`src/hdl/atr_pkg.sv`:
```
// ----------------------------------------------------------------------------
// atr_pkg: shared types and constants for the averaged thermostat relay
// Field widths, action codes, register indexes and divider status.
// ----------------------------------------------------------------------------
package atr_pkg;

    localparam int READ_W   = 12;  // converter value, quarter degrees
    localparam int SAMPLE_W = 14;  // offset-corrected sample, quarter degrees
    localparam int SET_W    = 10;
    localparam int OFF_W    = 10;
    localparam int SMOOTH_W = 12;
    localparam int LMEAN_W  = 16;
    localparam int LFILL_W  = 5;
    localparam int PADDR_W  = 3;
    localparam int PDATA_W  = 32;

    typedef enum logic [1:0] {
        ACT_READING = 2'd0,
        ACT_CONTROL = 2'd1,
        ACT_MINUTE  = 2'd2,
        ACT_CLEAR   = 2'd3
    } t_action;

    typedef enum logic {
        REG_SETPOINT = 1'b0,
        REG_OFFSET   = 1'b1
    } t_reg_idx;

    typedef struct packed {
        logic busy;
        logic done;
    } t_div_stat;

endpackage

```
`src/hdl/atr_if.sv`:
```
// ----------------------------------------------------------------------------
// atr_if: valid/ready channels of the averaged thermostat relay
// One interface for the input beats and one for the result beats.
// ----------------------------------------------------------------------------
interface atr_in_if;
    import atr_pkg::*;

    logic                valid;
    logic                ready;
    t_action             action;
    logic [READ_W-1:0]   reading_quarter;

    modport source (output valid, output action, output reading_quarter, input ready);
    modport sink   (input valid, input action, input reading_quarter, output ready);
endinterface

interface atr_out_if;
    import atr_pkg::*;

    logic                       valid;
    logic                       ready;
    logic signed [SMOOTH_W-1:0] smoothed_deg;
    logic                       relay_on;
    logic                       reached_set;
    logic signed [LMEAN_W-1:0]  long_mean_x16;
    logic [LFILL_W-1:0]         long_filled;

    modport source (output valid, output smoothed_deg, output relay_on, output reached_set,
                    output long_mean_x16, output long_filled, input ready);
    modport sink   (input valid, input smoothed_deg, input relay_on, input reached_set,
                    input long_mean_x16, input long_filled, output ready);
endinterface

```
`src/hdl/atr_regs.sv`:
```
// ----------------------------------------------------------------------------
// atr_regs: APB configuration registers
// Holds the setpoint and the calibration offset; writes complete in the
// access phase and reads return the stored value.
// ----------------------------------------------------------------------------
module atr_regs (
    input  logic                           i_clk,
    input  logic                           i_rst_n,
    input  logic                           psel,
    input  logic                           penable,
    input  logic                           pwrite,
    input  logic [atr_pkg::PADDR_W-1:0]    paddr,
    input  logic [atr_pkg::PDATA_W-1:0]    pwdata,
    output logic [atr_pkg::PDATA_W-1:0]    prdata,
    output logic                           pready,
    output logic [atr_pkg::SET_W-1:0]      o_setpoint,
    output logic signed [atr_pkg::OFF_W-1:0] o_offset
);
    import atr_pkg::*;

    logic [SET_W-1:0]        r_setpoint;
    logic signed [OFF_W-1:0] r_offset;
    logic                    wr_en;
    t_reg_idx                reg_idx;

    assign pready  = 1'b1;
    assign wr_en   = psel && penable && pwrite && pready;
    assign reg_idx = t_reg_idx'(paddr[2]);

    always_ff @(posedge i_clk) begin
        if (!i_rst_n) begin
            r_setpoint <= '0;
            r_offset   <= '0;
        end else if (wr_en) begin
            case (reg_idx)
                REG_SETPOINT: r_setpoint <= pwdata[SET_W-1:0];
                REG_OFFSET:   r_offset   <= pwdata[OFF_W-1:0];
                default:      r_setpoint <= r_setpoint;
            endcase
        end
    end

    always_comb begin
        case (reg_idx)
            REG_SETPOINT: prdata = PDATA_W'(r_setpoint);
            REG_OFFSET:   prdata = PDATA_W'(unsigned'(r_offset));
            default:      prdata = '0;
        endcase
    end

    assign o_setpoint = r_setpoint;
    assign o_offset   = r_offset;

endmodule

```
`src/hdl/atr_div.sv`:
```
// ----------------------------------------------------------------------------
// atr_div: shared iterative divider with rounding
// Signed numerator over a positive denominator, rounded half away from zero.
// Restoring division, one quotient bit per cycle.
// ----------------------------------------------------------------------------
module atr_div #(
    parameter int NUM_W = 21,
    parameter int DEN_W = 9
) (
    input  logic                    i_clk,
    input  logic                    i_rst_n,
    input  logic                    i_start,
    input  logic signed [NUM_W-1:0] i_num,
    input  logic [DEN_W-1:0]        i_den,
    output atr_pkg::t_div_stat      o_stat,
    output logic signed [NUM_W-1:0] o_quo
);
    import atr_pkg::*;

    localparam int Q_W   = NUM_W + 1;
    localparam int CNT_W = $clog2(Q_W + 1);

    logic             r_busy;
    logic             r_done;
    logic [CNT_W-1:0] r_cnt;
    logic [Q_W-1:0]   r_dvd;
    logic [DEN_W-1:0] r_rem;
    logic [DEN_W-1:0] r_den;
    logic             r_neg;

    logic [NUM_W-1:0] mag;
    logic [DEN_W:0]   rem_sh;
    logic [DEN_W:0]   rem_sub;
    logic             q_bit;
    logic [DEN_W-1:0] n_rem;
    logic [Q_W-1:0]   quo_full;

    always_comb begin
        mag     = i_num[NUM_W-1] ? NUM_W'(-i_num) : NUM_W'(i_num);
        rem_sh  = {r_rem, r_dvd[Q_W-1]};
        rem_sub = rem_sh - {1'b0, r_den};
        q_bit   = (rem_sh >= {1'b0, r_den});
        n_rem   = q_bit ? rem_sub[DEN_W-1:0] : rem_sh[DEN_W-1:0];
        // The quotient is small, so the low bits after negation are the result.
        quo_full = r_neg ? (~r_dvd + 1'b1) : r_dvd;
    end

    always_ff @(posedge i_clk) begin
        if (!i_rst_n) begin
            r_busy <= 1'b0;
            r_done <= 1'b0;
            r_cnt  <= '0;
        end else begin
            r_done <= 1'b0;
            if (i_start && !r_busy) begin
                r_busy <= 1'b1;
                r_cnt  <= CNT_W'(Q_W);
                r_dvd  <= {1'b0, mag} + Q_W'(i_den >> 1);
                r_rem  <= '0;
                r_den  <= i_den;
                r_neg  <= i_num[NUM_W-1];
            end else if (r_busy) begin
                r_rem <= n_rem;
                r_dvd <= {r_dvd[Q_W-2:0], q_bit};
                r_cnt <= r_cnt - 1'b1;
                if (r_cnt == CNT_W'(1)) begin
                    r_busy <= 1'b0;
                    r_done <= 1'b1;
                end
            end
        end
    end

    assign o_stat.busy = r_busy;
    assign o_stat.done = r_done;
    assign o_quo       = signed'(quo_full[NUM_W-1:0]);

endmodule

```
`src/hdl/averaged_thermostat_relay.sv`:
```
// ----------------------------------------------------------------------------
// averaged_thermostat_relay: bang-bang heater control with two moving means
// Readings feed a short ring whose rounded mean is the smoothed temperature;
// control ticks drive the relay and the reached latch; minute ticks feed a
// long ring of smoothed values once the setpoint has been reached.
//
//   channel   direction  beat contents
//   i_in      in         action, reading_quarter
//   o_out     out        smoothed_deg, relay_on, reached_set, long_mean_x16,
//                        long_filled
//   APB       in/out     setpoint_deg at 0x0, offset_quarter at 0x4
//
// A reading or a counted minute tick passes through the update, start,
// divide and done steps, the divide step using the bit-serial divider that
// both rings share. A control tick, a clear and an uncounted minute tick go
// straight to the done step, which loads the output register once it is free.
// One input beat is worked on at a time; a finished result waits in the
// output register while the next beat is taken in. Reset is synchronous and
// needs no clearing pass: ring entries past the fill count read as zero.
// ----------------------------------------------------------------------------
module averaged_thermostat_relay #(
    parameter int SHORT_DEPTH = 8,
    parameter int LONG_DEPTH  = 16
) (
    input  logic                        i_clk,
    input  logic                        i_rst_n,
    atr_in_if.sink                      i_in,
    atr_out_if.source                   o_out,
    input  logic                        psel,
    input  logic                        penable,
    input  logic                        pwrite,
    input  logic [atr_pkg::PADDR_W-1:0] paddr,
    input  logic [atr_pkg::PDATA_W-1:0] pwdata,
    output logic [atr_pkg::PDATA_W-1:0] prdata,
    output logic                        pready
);
    import atr_pkg::*;

    localparam int SF_W  = $clog2(SHORT_DEPTH + 1);
    localparam int LF_W  = $clog2(LONG_DEPTH + 1);
    localparam int SP_W  = (SHORT_DEPTH > 1) ? $clog2(SHORT_DEPTH) : 1;
    localparam int LP_W  = (LONG_DEPTH > 1) ? $clog2(LONG_DEPTH) : 1;
    localparam int ST_W  = SAMPLE_W + SF_W;
    localparam int LT_W  = SMOOTH_W + LF_W;
    localparam int NUM_W = (ST_W > LT_W + 4) ? ST_W : LT_W + 4;
    localparam int DEN_W = (SF_W + 2 > LF_W) ? SF_W + 2 : LF_W;

    typedef enum logic [2:0] {
        S_IDLE,
        S_UPDATE,
        S_START,
        S_DIVIDE,
        S_DONE
    } t_state;

    // Configuration.
    logic [SET_W-1:0]        setpoint;
    logic signed [OFF_W-1:0] offset;

    // Sequencer and held state.
    t_state                     r_state;
    t_action                    r_action;
    logic signed [SAMPLE_W-1:0] r_sample;
    logic [SP_W-1:0]            r_short_pos;
    logic [SF_W-1:0]            r_short_filled;
    logic signed [ST_W-1:0]     r_short_total;
    logic signed [SMOOTH_W-1:0] r_smoothed;
    logic                       r_relay;
    logic                       r_reached;
    logic [LP_W-1:0]            r_long_pos;
    logic [LF_W-1:0]            r_long_count;
    logic signed [LT_W-1:0]     r_long_total;
    logic signed [LMEAN_W-1:0]  r_long_mean;

    // Result register.
    logic                       r_out_valid;
    logic signed [SMOOTH_W-1:0] r_out_smoothed;
    logic                       r_out_relay;
    logic                       r_out_reached;
    logic signed [LMEAN_W-1:0]  r_out_mean;
    logic [LFILL_W-1:0]         r_out_filled;

    // Ring memories.
    logic signed [SAMPLE_W-1:0] r_short_ring [SHORT_DEPTH];
    logic signed [SMOOTH_W-1:0] r_long_ring  [LONG_DEPTH];
    logic signed [SAMPLE_W-1:0] r_short_rd;
    logic signed [SMOOTH_W-1:0] r_long_rd;

    // Combinational helpers.
    logic                       in_take;
    logic                       out_free;
    logic signed [SAMPLE_W-1:0] new_sample;
    logic signed [ST_W-1:0]     short_old;
    logic signed [LT_W-1:0]     long_old;
    logic [SP_W-1:0]            short_pos_nx;
    logic [LP_W-1:0]            long_pos_nx;
    logic                       short_full;
    logic                       long_full;
    logic signed [SET_W+2:0]    smooth_cmp;
    logic signed [SET_W+2:0]    set_cmp;
    logic                       div_start;
    logic signed [NUM_W-1:0]    div_num;
    logic [DEN_W-1:0]           div_den;
    t_div_stat                  div_stat;
    logic signed [NUM_W-1:0]    div_quo;

    atr_regs u_regs (
        .i_clk      (i_clk),
        .i_rst_n    (i_rst_n),
        .psel       (psel),
        .penable    (penable),
        .pwrite     (pwrite),
        .paddr      (paddr),
        .pwdata     (pwdata),
        .prdata     (prdata),
        .pready     (pready),
        .o_setpoint (setpoint),
        .o_offset   (offset)
    );

    atr_div #(
        .NUM_W (NUM_W),
        .DEN_W (DEN_W)
    ) u_div (
        .i_clk   (i_clk),
        .i_rst_n (i_rst_n),
        .i_start (div_start),
        .i_num   (div_num),
        .i_den   (div_den),
        .o_stat  (div_stat),
        .o_quo   (div_quo)
    );

    assign i_in.ready = (r_state == S_IDLE);
    assign in_take    = i_in.valid && i_in.ready;
    assign out_free   = !r_out_valid || o_out.ready;

    always_comb begin
        new_sample = SAMPLE_W'(i_in.reading_quarter) + SAMPLE_W'(offset);
        short_full = (r_short_filled == SF_W'(SHORT_DEPTH));
        long_full  = (r_long_count == LF_W'(LONG_DEPTH));
        // While a ring is still filling, the slot under the pointer is unused.
        short_old  = short_full ? ST_W'(r_short_rd) : '0;
        long_old   = long_full ? LT_W'(r_long_rd) : '0;
        short_pos_nx = (r_short_pos == SP_W'(SHORT_DEPTH - 1)) ? '0 : r_short_pos + 1'b1;
        long_pos_nx  = (r_long_pos == LP_W'(LONG_DEPTH - 1)) ? '0 : r_long_pos + 1'b1;
        smooth_cmp = (SET_W + 3)'(r_smoothed);
        set_cmp    = signed'({3'b000, setpoint});
        div_start  = (r_state == S_START);
        if (r_action == ACT_READING) begin
            div_num = NUM_W'(r_short_total);
            div_den = DEN_W'({r_short_filled, 2'b00});
        end else begin
            div_num = NUM_W'(r_long_total) <<< 4;
            div_den = DEN_W'(r_long_count);
        end
    end

    always_ff @(posedge i_clk) begin
        r_short_rd <= r_short_ring[r_short_pos];
        r_long_rd  <= r_long_ring[r_long_pos];
        if (r_state == S_UPDATE && r_action == ACT_READING) begin
            r_short_ring[r_short_pos] <= r_sample;
        end
        if (r_state == S_UPDATE && r_action == ACT_MINUTE) begin
            r_long_ring[r_long_pos] <= r_smoothed;
        end
    end

    always_ff @(posedge i_clk) begin
        if (!i_rst_n) begin
            r_state        <= S_IDLE;
            r_action       <= ACT_READING;
            r_short_pos    <= '0;
            r_short_filled <= '0;
            r_short_total  <= '0;
            r_smoothed     <= '0;
            r_relay        <= 1'b0;
            r_reached      <= 1'b0;
            r_long_pos     <= '0;
            r_long_count   <= '0;
            r_long_total   <= '0;
            r_long_mean    <= '0;
            r_out_valid    <= 1'b0;
        end else begin
            // The done step reloads the result register itself.
            if (r_out_valid && o_out.ready && r_state != S_DONE) begin
                r_out_valid <= 1'b0;
            end
            case (r_state)
                S_IDLE: begin
                    if (in_take) begin
                        r_action <= i_in.action;
                        r_sample <= new_sample;
                        case (i_in.action)
                            ACT_READING: r_state <= S_UPDATE;
                            ACT_CONTROL: begin
                                if (smooth_cmp >= set_cmp) begin
                                    r_reached <= 1'b1;
                                end
                                r_relay <= (smooth_cmp <= set_cmp);
                                r_state <= S_DONE;
                            end
                            ACT_MINUTE: r_state <= r_reached ? S_UPDATE : S_DONE;
                            ACT_CLEAR: begin
                                r_short_pos    <= '0;
                                r_short_filled <= '0;
                                r_short_total  <= '0;
                                r_smoothed     <= '0;
                                r_relay        <= 1'b0;
                                r_reached      <= 1'b0;
                                r_long_pos     <= '0;
                                r_long_count   <= '0;
                                r_long_total   <= '0;
                                r_long_mean    <= '0;
                                r_state        <= S_DONE;
                            end
                            default: r_state <= S_DONE;
                        endcase
                    end
                end
                S_UPDATE: begin
                    if (r_action == ACT_READING) begin
                        r_short_total <= r_short_total + ST_W'(r_sample) - short_old;
                        r_short_pos   <= short_pos_nx;
                        if (!short_full) begin
                            r_short_filled <= r_short_filled + 1'b1;
                        end
                    end else begin
                        r_long_total <= r_long_total + LT_W'(r_smoothed) - long_old;
                        r_long_pos   <= long_pos_nx;
                        if (!long_full) begin
                            r_long_count <= r_long_count + 1'b1;
                        end
                    end
                    r_state <= S_START;
                end
                S_START: r_state <= S_DIVIDE;
                S_DIVIDE: begin
                    if (div_stat.done) begin
                        if (r_action == ACT_READING) begin
                            r_smoothed <= SMOOTH_W'(div_quo);
                        end else begin
                            r_long_mean <= LMEAN_W'(div_quo);
                        end
                        r_state <= S_DONE;
                    end
                end
                S_DONE: begin
                    if (out_free) begin
                        r_out_valid    <= 1'b1;
                        r_out_smoothed <= r_smoothed;
                        r_out_relay    <= r_relay;
                        r_out_reached  <= r_reached;
                        r_out_mean     <= r_long_mean;
                        r_out_filled   <= LFILL_W'(r_long_count);
                        r_state        <= S_IDLE;
                    end
                end
                default: r_state <= S_IDLE;
            endcase
        end
    end

    assign o_out.valid         = r_out_valid;
    assign o_out.smoothed_deg  = r_out_smoothed;
    assign o_out.relay_on      = r_out_relay;
    assign o_out.reached_set   = r_out_reached;
    assign o_out.long_mean_x16 = r_out_mean;
    assign o_out.long_filled   = r_out_filled;

    // While a ring fills, its write pointer must equal its fill count.
    a_short_track: assert property (@(posedge i_clk) disable iff (!i_rst_n)
        !short_full |-> (SF_W'(r_short_pos) == r_short_filled))
        else $error("short ring pointer out of step with its fill count");

    a_long_track: assert property (@(posedge i_clk) disable iff (!i_rst_n)
        !long_full |-> (LF_W'(r_long_pos) == r_long_count))
        else $error("long ring pointer out of step with its fill count");

    a_div_idle: assert property (@(posedge i_clk) disable iff (!i_rst_n)
        div_start |-> !div_stat.busy)
        else $error("divider started while busy");

    a_div_done: assert property (@(posedge i_clk) disable iff (!i_rst_n)
        div_stat.done |-> (r_state == S_DIVIDE))
        else $error("divider finished outside the divide step");

    a_out_keep: assert property (@(posedge i_clk) disable iff (!i_rst_n)
        (r_out_valid && !o_out.ready) |=> r_out_valid)
        else $error("pending result dropped");

endmodule

```
`src/flat_wrapper.sv`:
```
// flat-port wrapper written by rule: the top's interface ports become plain ports
module averaged_thermostat_relay_flat import atr_pkg::*;
#(
    parameter int SHORT_DEPTH = 8,
    parameter int LONG_DEPTH  = 16
)
  (i_clk, i_rst_n, psel, penable, pwrite, paddr, pwdata, prdata, pready, i_in_valid, i_in_action, i_in_reading_quarter, i_in_ready, o_out_valid, o_out_smoothed_deg, o_out_relay_on, o_out_reached_set, o_out_long_mean_x16, o_out_long_filled, o_out_ready);
  atr_in_if i_in_i ();
  atr_out_if o_out_i ();
  input  logic i_clk;
  input  logic i_rst_n;
  input  logic psel;
  input  logic penable;
  input  logic pwrite;
  input  logic [atr_pkg::PADDR_W-1:0] paddr;
  input  logic [atr_pkg::PDATA_W-1:0] pwdata;
  output logic [atr_pkg::PDATA_W-1:0] prdata;
  output logic pready;
  input wire logic [$bits(i_in_i.valid)-1:0] i_in_valid;
  input wire logic [$bits(i_in_i.action)-1:0] i_in_action;
  input wire logic [$bits(i_in_i.reading_quarter)-1:0] i_in_reading_quarter;
  output wire logic [$bits(i_in_i.ready)-1:0] i_in_ready;
  output wire logic [$bits(o_out_i.valid)-1:0] o_out_valid;
  output wire logic [$bits(o_out_i.smoothed_deg)-1:0] o_out_smoothed_deg;
  output wire logic [$bits(o_out_i.relay_on)-1:0] o_out_relay_on;
  output wire logic [$bits(o_out_i.reached_set)-1:0] o_out_reached_set;
  output wire logic [$bits(o_out_i.long_mean_x16)-1:0] o_out_long_mean_x16;
  output wire logic [$bits(o_out_i.long_filled)-1:0] o_out_long_filled;
  input wire logic [$bits(o_out_i.ready)-1:0] o_out_ready;
  assign i_in_i.valid = i_in_valid;
  assign i_in_i.action = i_in_action;
  assign i_in_i.reading_quarter = i_in_reading_quarter;
  assign i_in_ready = i_in_i.ready;
  assign o_out_valid = o_out_i.valid;
  assign o_out_smoothed_deg = o_out_i.smoothed_deg;
  assign o_out_relay_on = o_out_i.relay_on;
  assign o_out_reached_set = o_out_i.reached_set;
  assign o_out_long_mean_x16 = o_out_i.long_mean_x16;
  assign o_out_long_filled = o_out_i.long_filled;
  assign o_out_i.ready = o_out_ready;
  averaged_thermostat_relay #(.SHORT_DEPTH(SHORT_DEPTH), .LONG_DEPTH(LONG_DEPTH)) u_core (.i_clk(i_clk), .i_rst_n(i_rst_n), .i_in(i_in_i), .o_out(o_out_i), .psel(psel), .penable(penable), .pwrite(pwrite), .paddr(paddr), .pwdata(pwdata), .prdata(prdata), .pready(pready));
endmodule
```
`config.mk`:
```
export PLATFORM = sky130hd
export DESIGN_NAME = averaged_thermostat_relay_flat
export DESIGN_NICKNAME = d
export VERILOG_FILES = /design/src/hdl/atr_pkg.sv /design/src/hdl/atr_if.sv /design/src/hdl/atr_regs.sv /design/src/hdl/atr_div.sv /design/src/hdl/averaged_thermostat_relay.sv /design/src/flat_wrapper.sv
export SDC_FILE = /design/constraint.sdc
export NUM_CORES = 1
export LEC_CHECK = 0
export BUFFER_PORTS_ARGS = -buffer_cell sky130_fd_sc_hd__buf_2
export CORE_UTILIZATION = 45
export DETAILED_ROUTE_END_ITERATION = 12
export PLACE_DENSITY = 0.71
export SETUP_SLACK_MARGIN = 0.02
export SYNTH_ARGS = -nofsm -noshare
export SYNTH_HDL_FRONTEND = slang
export SYNTH_SLANG_ARGS = --single-unit
```
`constraint.sdc`:
```
create_clock -name i_clk -period 12.55 [get_ports i_clk]
set_input_delay 3.1375 -clock i_clk [delete_from_list [all_inputs] [get_ports i_clk]]
set_output_delay 3.1375 -clock i_clk [all_outputs]
set_load 0.03 [all_outputs]
```
Word-level counts from Yosys, hierarchy flattened
Memory sizes are Yosys's and may differ from the RTL's. A register that Yosys moved wholly into a read port is not among the register bits.
Index checks and enable logic that the tools add are counted.

cells by class
  $add $sub $neg = 14
  $lt $le $gt $ge = 3
  equality and inequality tests = 25
  muxes and demuxes = 69
  bitwise gates (word level) = 4
  reduce and logical (&&, ||, !) cells = 37

operators with widths
  operator                                                         number
  16-bit 2-to-1 mux                                                5
  18-bit 2-to-1 mux                                                4
  17-bit 2-to-1 mux                                                4
  32-bit one-hot mux with 2 select lines                           1
  12-bit 2-to-1 mux                                                4
  22-bit 2-to-1 mux                                                2
  21-bit 2-to-1 mux                                                2
  18-bit one-hot mux with 2 select lines                           1
  17-bit one-hot mux with 2 select lines                           1
  16-bit one-hot mux with 2 select lines                           1
  5-bit 2-to-1 mux                                                 6
  3-bit 2-to-1 mux                                                 8
  4-bit 2-to-1 mux                                                 6
  12-bit one-hot mux with 2 select lines                           1
  21-bit by 5-bit adder with 22-bit output                         1
  21-bit negation                                                  1
  5-bit AND reduction                                              4
  18-bit by 14-bit adder with 18-bit output                        1
  6-bit 2-to-1 mux                                                 3
  18-bit subtractor                                                1
  17-bit by 12-bit adder with 17-bit output                        1
  17-bit subtractor                                                1
  16-bit by 1-bit adder with 16-bit output, second input constant  1
  16-bit NOT                                                       1
  other kinds (39)                                                 91

word-level totals
  register bits after elaboration = 198
  memory bits (writable) = 304
  input port bits = 56
  output and inout bits = 70
  memories kept = 2

memory list
  memory               words  width  rd ports  clocked after Yosys merged registers in  wr ports  RTL line                         source
  u_core.r_long_ring   16     12     1         1                                        1         averaged_thermostat_relay.sv:85  logic signed [SMOOTH_W-1:0] r_long_ring [LONG_DEPTH];
  u_core.r_short_ring  8      14     1         1                                        1         averaged_thermostat_relay.sv:84  logic signed [SAMPLE_W-1:0] r_short_ring [SHORT_DEPTH];

Longest topological paths before layout
Gate-level depths: netlist of the first run.

  depth in word-level cells = 6
  gate-level depth with buffers = 18
  depth with buffers taken out = 18

Hierarchy
From an unflattened synthesis of the first run, not the netlist that was laid out.

unflattened totals
  cell total of the unflattened synthesis = 2023
  area, all modules = 25580.8 um2

by module, submodules not included
  module                     instances  cells each  area each (um2)  seq. area each (um2)
  averaged_thermostat_relay  1          1508        20898.8          12862.3
  atr_div                    1          402         3602.2           1191.1
  atr_regs                   1          113         1079.8           400.4

Worst setup path after synthesis of the first run
Ideal clock, no wire load.

  path type = input to output
  from = input port paddr[2] (netlist bit)
  to = output port prdata[1] (netlist bit)
  data arrival time = 3.986 ns
  required time = 9.412 ns
  path slack = 5.426 ns
  cell stages on the path = 2
  cell sequence = clkbuf_1 -> o21ai_0

between the ends
  cells in the longest elaborated chain, start to end = 2

RTL lines
  item                                      RTL line            source
  start: declaration                        flat_wrapper.sv:15  input logic [atr_pkg::PADDR_W-1:0] paddr;
  1-bit NOT (no line)                       n/a
  32-bit one-hot mux with 2 select lines *  atr_regs.sv:44      case (reg_idx)
  end: declaration                          flat_wrapper.sv:17  output logic [atr_pkg::PDATA_W-1:0] prdata;

Mark *: on every way between the ends. The rest lies on a longest branch, timed or not. The select of a mux whose other input is x is not followed.

Worst setup path after layout of the first run
  from = input port paddr[2] (netlist bit)
  to = output port prdata[0] (netlist bit)

The elaborated chain is that of the path after synthesis.

==> out/results.ini, run 1 <==
[pwr]
ir_drop_mv=0.1182
pwr-share-clk_pct=30.3
p_sw_share_pct=32.21
p_switching_uw=1636
intPower_uw=3443
power_density_nw_per_um2=182.0
power_frac_comb_pct=26.5
leakage_uw=0.009954
pwr-share-seq_pct=43.3

[routing]
ant_nets=0
wl_per_cell_um=19.85
vias=15716
viasPerCell=5.453
drc=0
drt_iter0_drc=1445
finalWirelength_mm=57.21
dr.pass1.iters=7

[setup_path]
r2r_setup_slack_ps=7800
cp_top_family=buffers and inverters
cpPeakStageDelay_ps=370
crit_type=input pin to primary output
worst_r2r_endpoint=u_core.r_long_total[14]
cpMaxStageDelayCell=mux2_2
crit_chain=buf_2, mux2_2, buf_2
critPathBufInv=2
critical_path_arrival_ps=3960
setup.worst_path.start_class=input pin
cp-end-kind=primary output
worst-path-max-fanout=22
ff2ff_path_depth=17
crit_top_cell=buf_2
crit_required_ps=9410
reg2reg_from=u_core.r_long_count[0]

[yosys]
yosysTopAreaCell=edfxtp_1
yosysSeqAreaShare_pct=57.87
synth_edf_count=388
yosysTopAreaCellShare_pct=46.65
ys_seq_elements=528
synth-async-reset-ratio_pct=0
avgSynthCellArea_um2=12.46
synthFlopType=edfxtp_1
netlist_instances=2005
yosysMostFrequentCell=edfxtp_1
ys_types=86
synth_area_leaders=edfxtp_1 (47%), dfxtp_1 (11%), mux4_2 (6.3%), ha_1 (4.1%), fa_1 (2.9%)
synth_common_cells=edfxtp_1 (388), nor2_1 (176), inv_1 (173)
syn_area_um2=24980
ys.warnings.count=0

[floorplan]
initial_core_util_pct=45.96
die_area_um2=56450
io_pins=126
core_um2=54350
die_w_um=237.6
fp-row-count=85
die_y_um=237.6

[grt]
grt_antenna_before_repair=0
grt_pass1_vias=15606
grt_max_degree=59
grt_remaining_overflow=0
grt_usage_pct=20.50
grt_pass1_wl_mm=89.66

[placed_design]
port_buffers=78
hpwl_mm=39.10
place_inst=2784
pre_cts_slack_ps=5454
globalplace.congestion=0.9036

[min_path]
hold_end=u_core.o_out.long_mean_x16[15]
hold_class=flop to flop
min_from=u_core.r_long_mean[15]
hold_depth=0

[timing]
timing.fmax_ghz=0.1408
tightest_slew_ps=1278
setup_viol_count_final=0
hold_viol=0
slew_violations=0
maxSlewHeadroom_pct=14.46
finalSetupTns_ps=0
skew_ps=31.39
rsz0062_at_grt=no
period_share_pct=56.58
layout_min_cycle_time_ps=7101
worst_slack_ps=5449

[clock_network]
insertion_delay_ps=620
root_buffer=clkbuf_16
htree_num_levels=2
cts-hold-fix-buffers=0
clkTransAtPathRegs_ps=60
cts_made_buffers=52
cts_tree=done
cts.sinks=528
cts_resized=0
cts_setup_buffers=0
clockBufferDepth=3

[run]
maxCapViolCount=0

[layout]
finalNonFillerCells=2882
area.growth.synth_to_final_pct=11.75
antenna_cells=0
layout-drive-gt1-share_pct=14.65
fin_nets=2273

[status]
status=finished clean

## layout by cell type, fill, tap and decap left out, drive strengths merged, types with 10 or more instances in the layout
cell    synthesis  layout
a21o           17      17
a21oi         104     104
a22oi          34      34
a31oi          13      13
and2           35      35
and3           12      12
buf            39     116
clkbuf         59      74
clkinv          0      18
conb            2      24
dfxtp         140     140
edfxtp        388     388
fa             36      36
ha             82      82
inv           175     175
mux2           18      18
mux2i          27      27
mux4           70      70
nand2         165     165
nand2b         10      10
nand3          22      22
nor2          177     177
nor2b          17      17
nor3           36      36
o21ai          92      92
o31ai          12      12
or3            10      10
xnor2          68      68
xor2           35      35
## layout make-up
class                           count  area [um2]
Timing Repair Buffer              116       675.6
Inverter                          175       656.9
Clock buffer                       74        1445
Sequential cell                   528       14460
Fill cell                        4547       26440
Multi-Input combinational cell   1226        9498
Tap cell                          739       924.6
Clock inverter                     24       251.5
## sequential cells by signal (all words and copies together) (netlist names), 12 cells and up
register                    cells
u_core.r_short_total           18
u_core.r_sample                14
u_core.r_long_mean             16
u_core.r_short_ring           112
u_core.r_smoothed              12
u_core.r_short_rd              14
u_core.r_long_total            17
u_core.r_long_rd               12
u_core.o_out.long_mean_x16     16
u_core.r_long_ring            192
u_core.u_div.r_dvd             22
u_core.o_out.smoothed_deg      12
## stage by stage
stage	utilization, %	total power, uW	hold WS [ps]	cell area [um2]
finish	51.36	5078	432.7	27910
floorplan	-	3232	400.0	25060
global route	51.36	5337	442.8	27910
CTS	51.36	5106	434.7	27910
global placement	48.24	3532	422.4	26210
detailed placement	48.24	3569	420.2	26210
## how the worst max path moves through the flow
| stage | cells after the start | endpoint | from | slack (ps) |
|---|---|---|---|---|
| 3_3_place_gp | 3 | prdata[0] | paddr[2] | 5450 |
| 2_1_floorplan | 2 | prdata[1] | paddr[2] | 5430 |
| 6_report | 3 | prdata[0] | paddr[2] | 5450 |
| 4_1_cts | 3 | prdata[0] | paddr[2] | 5450 |
| 3_5_place_dp | 3 | prdata[0] | paddr[2] | 5450 |
| 5_1_grt | 3 | prdata[0] | paddr[2] | 5410 |
## per-layer routing
layer  up-vias  routed length (um)  global-route usage, %  share of wire, %
li1       7357                   -                      -                 -
met5         -                   0                      0                 0
met4         0                1395                  6.158               2.4
met3        98                3276                  3.089               5.7
met2       485               28020                  34.25                49
met1      7776               24510                  27.65                43
## power by group through the flow
stage                     clock network (uW)  logic [uW]  registers (uW)
after floorplan                            0        1070            2160
after global placement                     0        1300            2230
after detailed placement                   0        1330            2240
after CTS                               1560        1340            2200
after global routing                    1630        1490            2220
final                                   1540        1340            2200
## kinds of logic after synthesis
| kind of cell | after synthesis | share of synthesized area [%] |
|---|---|---|
| flops | 528 | 57.87 |
| simple gates | 520 | 9.649 |
| compound gates | 346 | 8.912 |
| buf+inv | 273 | 4.624 |
| fa+ha+maj | 118 | 6.994 |
| mux | 115 | 8.306 |
| xor+xnor | 103 | 3.612 |
| other cells | 2 | 0.03007 |
Power figures use the tool's default switching activity.
==> inputs of run 2 (changes only) <==
--- a/config.mk
+++ b/config.mk
@@ -8,7 +8,7 @@
 export BUFFER_PORTS_ARGS = -buffer_cell sky130_fd_sc_hd__buf_2
 export CORE_UTILIZATION = 45
 export DETAILED_ROUTE_END_ITERATION = 12
-export PLACE_DENSITY = 0.71
+export PLACE_DENSITY = 0.73
 export SETUP_SLACK_MARGIN = 0.02
 export SYNTH_ARGS = -nofsm -noshare
 export SYNTH_HDL_FRONTEND = slang
==> constraint.sdc (replaced) <==
create_clock -name i_clk -period 6.47 [get_ports i_clk]
set_input_delay 1.6175 -clock i_clk [delete_from_list [all_inputs] [get_ports i_clk]]
set_output_delay 1.6175 -clock i_clk [all_outputs]
set_load 0.03 [all_outputs]
==> run 2 against run 1 <==
Core utilization rose by 0.17 points. Design area rose by 0.33%. Count of clock-buffer cells in the layout fell by 2. First-iteration DRC count fell by 13%. Critical path type is now flop to flop. Largest cell class unchanged.
==> out/results.ini, run 2 (synthesized netlist as in run 1, its figures left out) <==
[status]
status=finished clean

[min_path]
hold_class=flop to flop

[floorplan]
fp-row-count=85
initial_core_util_pct=45.96
die_y_um=237.6
core_um2=54350
io_pins=126
die_w_um=237.6
die_area_um2=56450

[grt]
grt_antenna_before_repair=3
grt_max_degree=56
grt_remaining_overflow=0
grt_pass1_wl_mm=88.26
grt_usage_pct=20.24
grt_pass1_vias=15919

[setup_path]
critical_path_arrival_ps=5060
crit_end=u_core.r_long_total[14]
worst_r2r_endpoint=u_core.r_long_total[14]
critical_path.startpoint=u_core.r_long_count[0]
worst-path-max-fanout=15
reg2reg_from=u_core.r_long_count[0]
r2r_setup_slack_ps=1930
cp-end-kind=flop
setup.worst_path.start_class=flop
ff2ff_path_depth=17
crit_type=flop to flop
crit_required_ps=7000

[layout]
fin_area_um2=28000
mostFrequentLayoutCells=edfxtp_1 (388), inv_1 (173), nor2_1 (173)
largest_registers=u_core.r_long_ring x192, u_core.r_short_ring x112, u_core.u_div.r_dvd x22
final_common_cell=edfxtp_1
finalNonFillerCells=2890
layout-drive-gt1-share_pct=15.21
area.growth.synth_to_final_pct=12.12
fin_nets=2280
multi_input_area_um2=9489
regMostFlops=u_core.r_long_ring
register_area_um2=14460
fill_cells=4488
largest_reg_flops=192

[clock_network]
cts_made_buffers=52
cts_tree=done
cts_setup_buffers=0
cts_resized=0
insertion_delay_ps=630
cts-hold-fix-buffers=0
clkTransAtPathRegs_ps=70
cts.sinks=528
clockBufferDepth=3
htree_num_levels=2
root_buffer=clkbuf_16

[timing]
setup_viol_count_final=0
worst_slack_ps=1930
period_share_pct=70.17
layout_min_cycle_time_ps=4540
maxSlewHeadroom_pct=29.58
hold_ws_ps=434.0
hold_viol=0
slew_violations=0
finalSetupTns_ps=0
tightest_slew_ps=1048
skew_ps=42.12
timing.fmax_ghz=0.2203
rsz0062_at_grt=no

[placed_design]
placed_cell_area_um2=26260
globalplace.congestion=0.8700
pre_cts_slack_ps=1973
hpwl_mm=39.30
port_buffers=78
place_inst=2791

[routing]
finalWirelength_mm=56.88
dr.pass1.iters=5
viasPerCell=5.466
drt_iter0_drc=1262
ant_nets=0
wl_per_cell_um=19.68
vias=15796
drc=0

[pwr]
leakage_uw=0.01002
power_density_nw_per_um2=354.2
ir_drop_mv=0.2226

[run]
maxCapViolCount=0

==> run 2: worst min path at each step <==
stage	from	to	slack, ps	depth (start not counted)
final	u_core.r_long_mean[2]	u_core.o_out.long_mean_x16[2]	430	0
after floorplan	u_core.r_relay	u_core.o_out.relay_on	400	0
after detailed placement	u_core.r_long_mean[2]	u_core.o_out.long_mean_x16[2]	420	0
after global placement	u_core.r_long_mean[11]	u_core.o_out.long_mean_x16[11]	420	0
after CTS	u_core.r_long_mean[2]	u_core.o_out.long_mean_x16[2]	430	0
after global routing	u_core.r_long_mean[4]	u_core.o_out.long_mean_x16[4]	450	0
==> run 2: power breakdown <==
| group | leakage (uW) | internal [uW] | total [uW] | switching, uW |
|---|---|---|---|---|
| registers | 0.00466 | 3950 | 4220 | 265 |
| logic | 0.00452 | 1050 | 2670 | 1620 |
| clock network | 0.000845 | 1720 | 3030 | 1310 |
| total | 0.0100 | 6720 | 9920 | 3200 |
==> run 2: layout make-up <==
cell class                      count  area share, %
Antenna cell                        1       0.008937
Clock buffer                       72          5.210
Tap cell                          739          3.302
Timing Repair Buffer              123          2.601
Inverter                          175          2.346
Clock inverter                     26          1.010
Multi-Input combinational cell   1226          33.89
Sequential cell                   528          51.64
==> run 2: through the flow <==
step	power (uW)	utilization, %
after floorplan	6270	-
after global placement	6841	48.32
after detailed placement	6936	48.32
after CTS	9958	51.52
after global routing	10380	51.52
final	9919	51.53
==> run 2: worst max-delay path: stages (launching register included) <==
cell and delay, ps:
dfxtp_1 420, inv_1 80, ha_1 190, nor4bb_2 160
buf_4 200, and2_1 190, fa_1 480, inv_1 40
ha_1 320, nor2b_1 160, o31ai_1 440, a2111oi_0 230
a2111oi_0 670, nor2_1 170, a21oi_1 180, o21bai_1 80
xor2_1 150, a32o_1 260
==> run 2: per-layer routing <==
metal / global-route usage (%) / up-vias / wire, um
met5: 0 / - / 0
met2: 33.88 / 519 / 27830
li1: - / 7370 / -
met1: 26.09 / 7794 / 23710
met3: 3.286 / 113 / 3459
met4: 8.622 / 0 / 1875
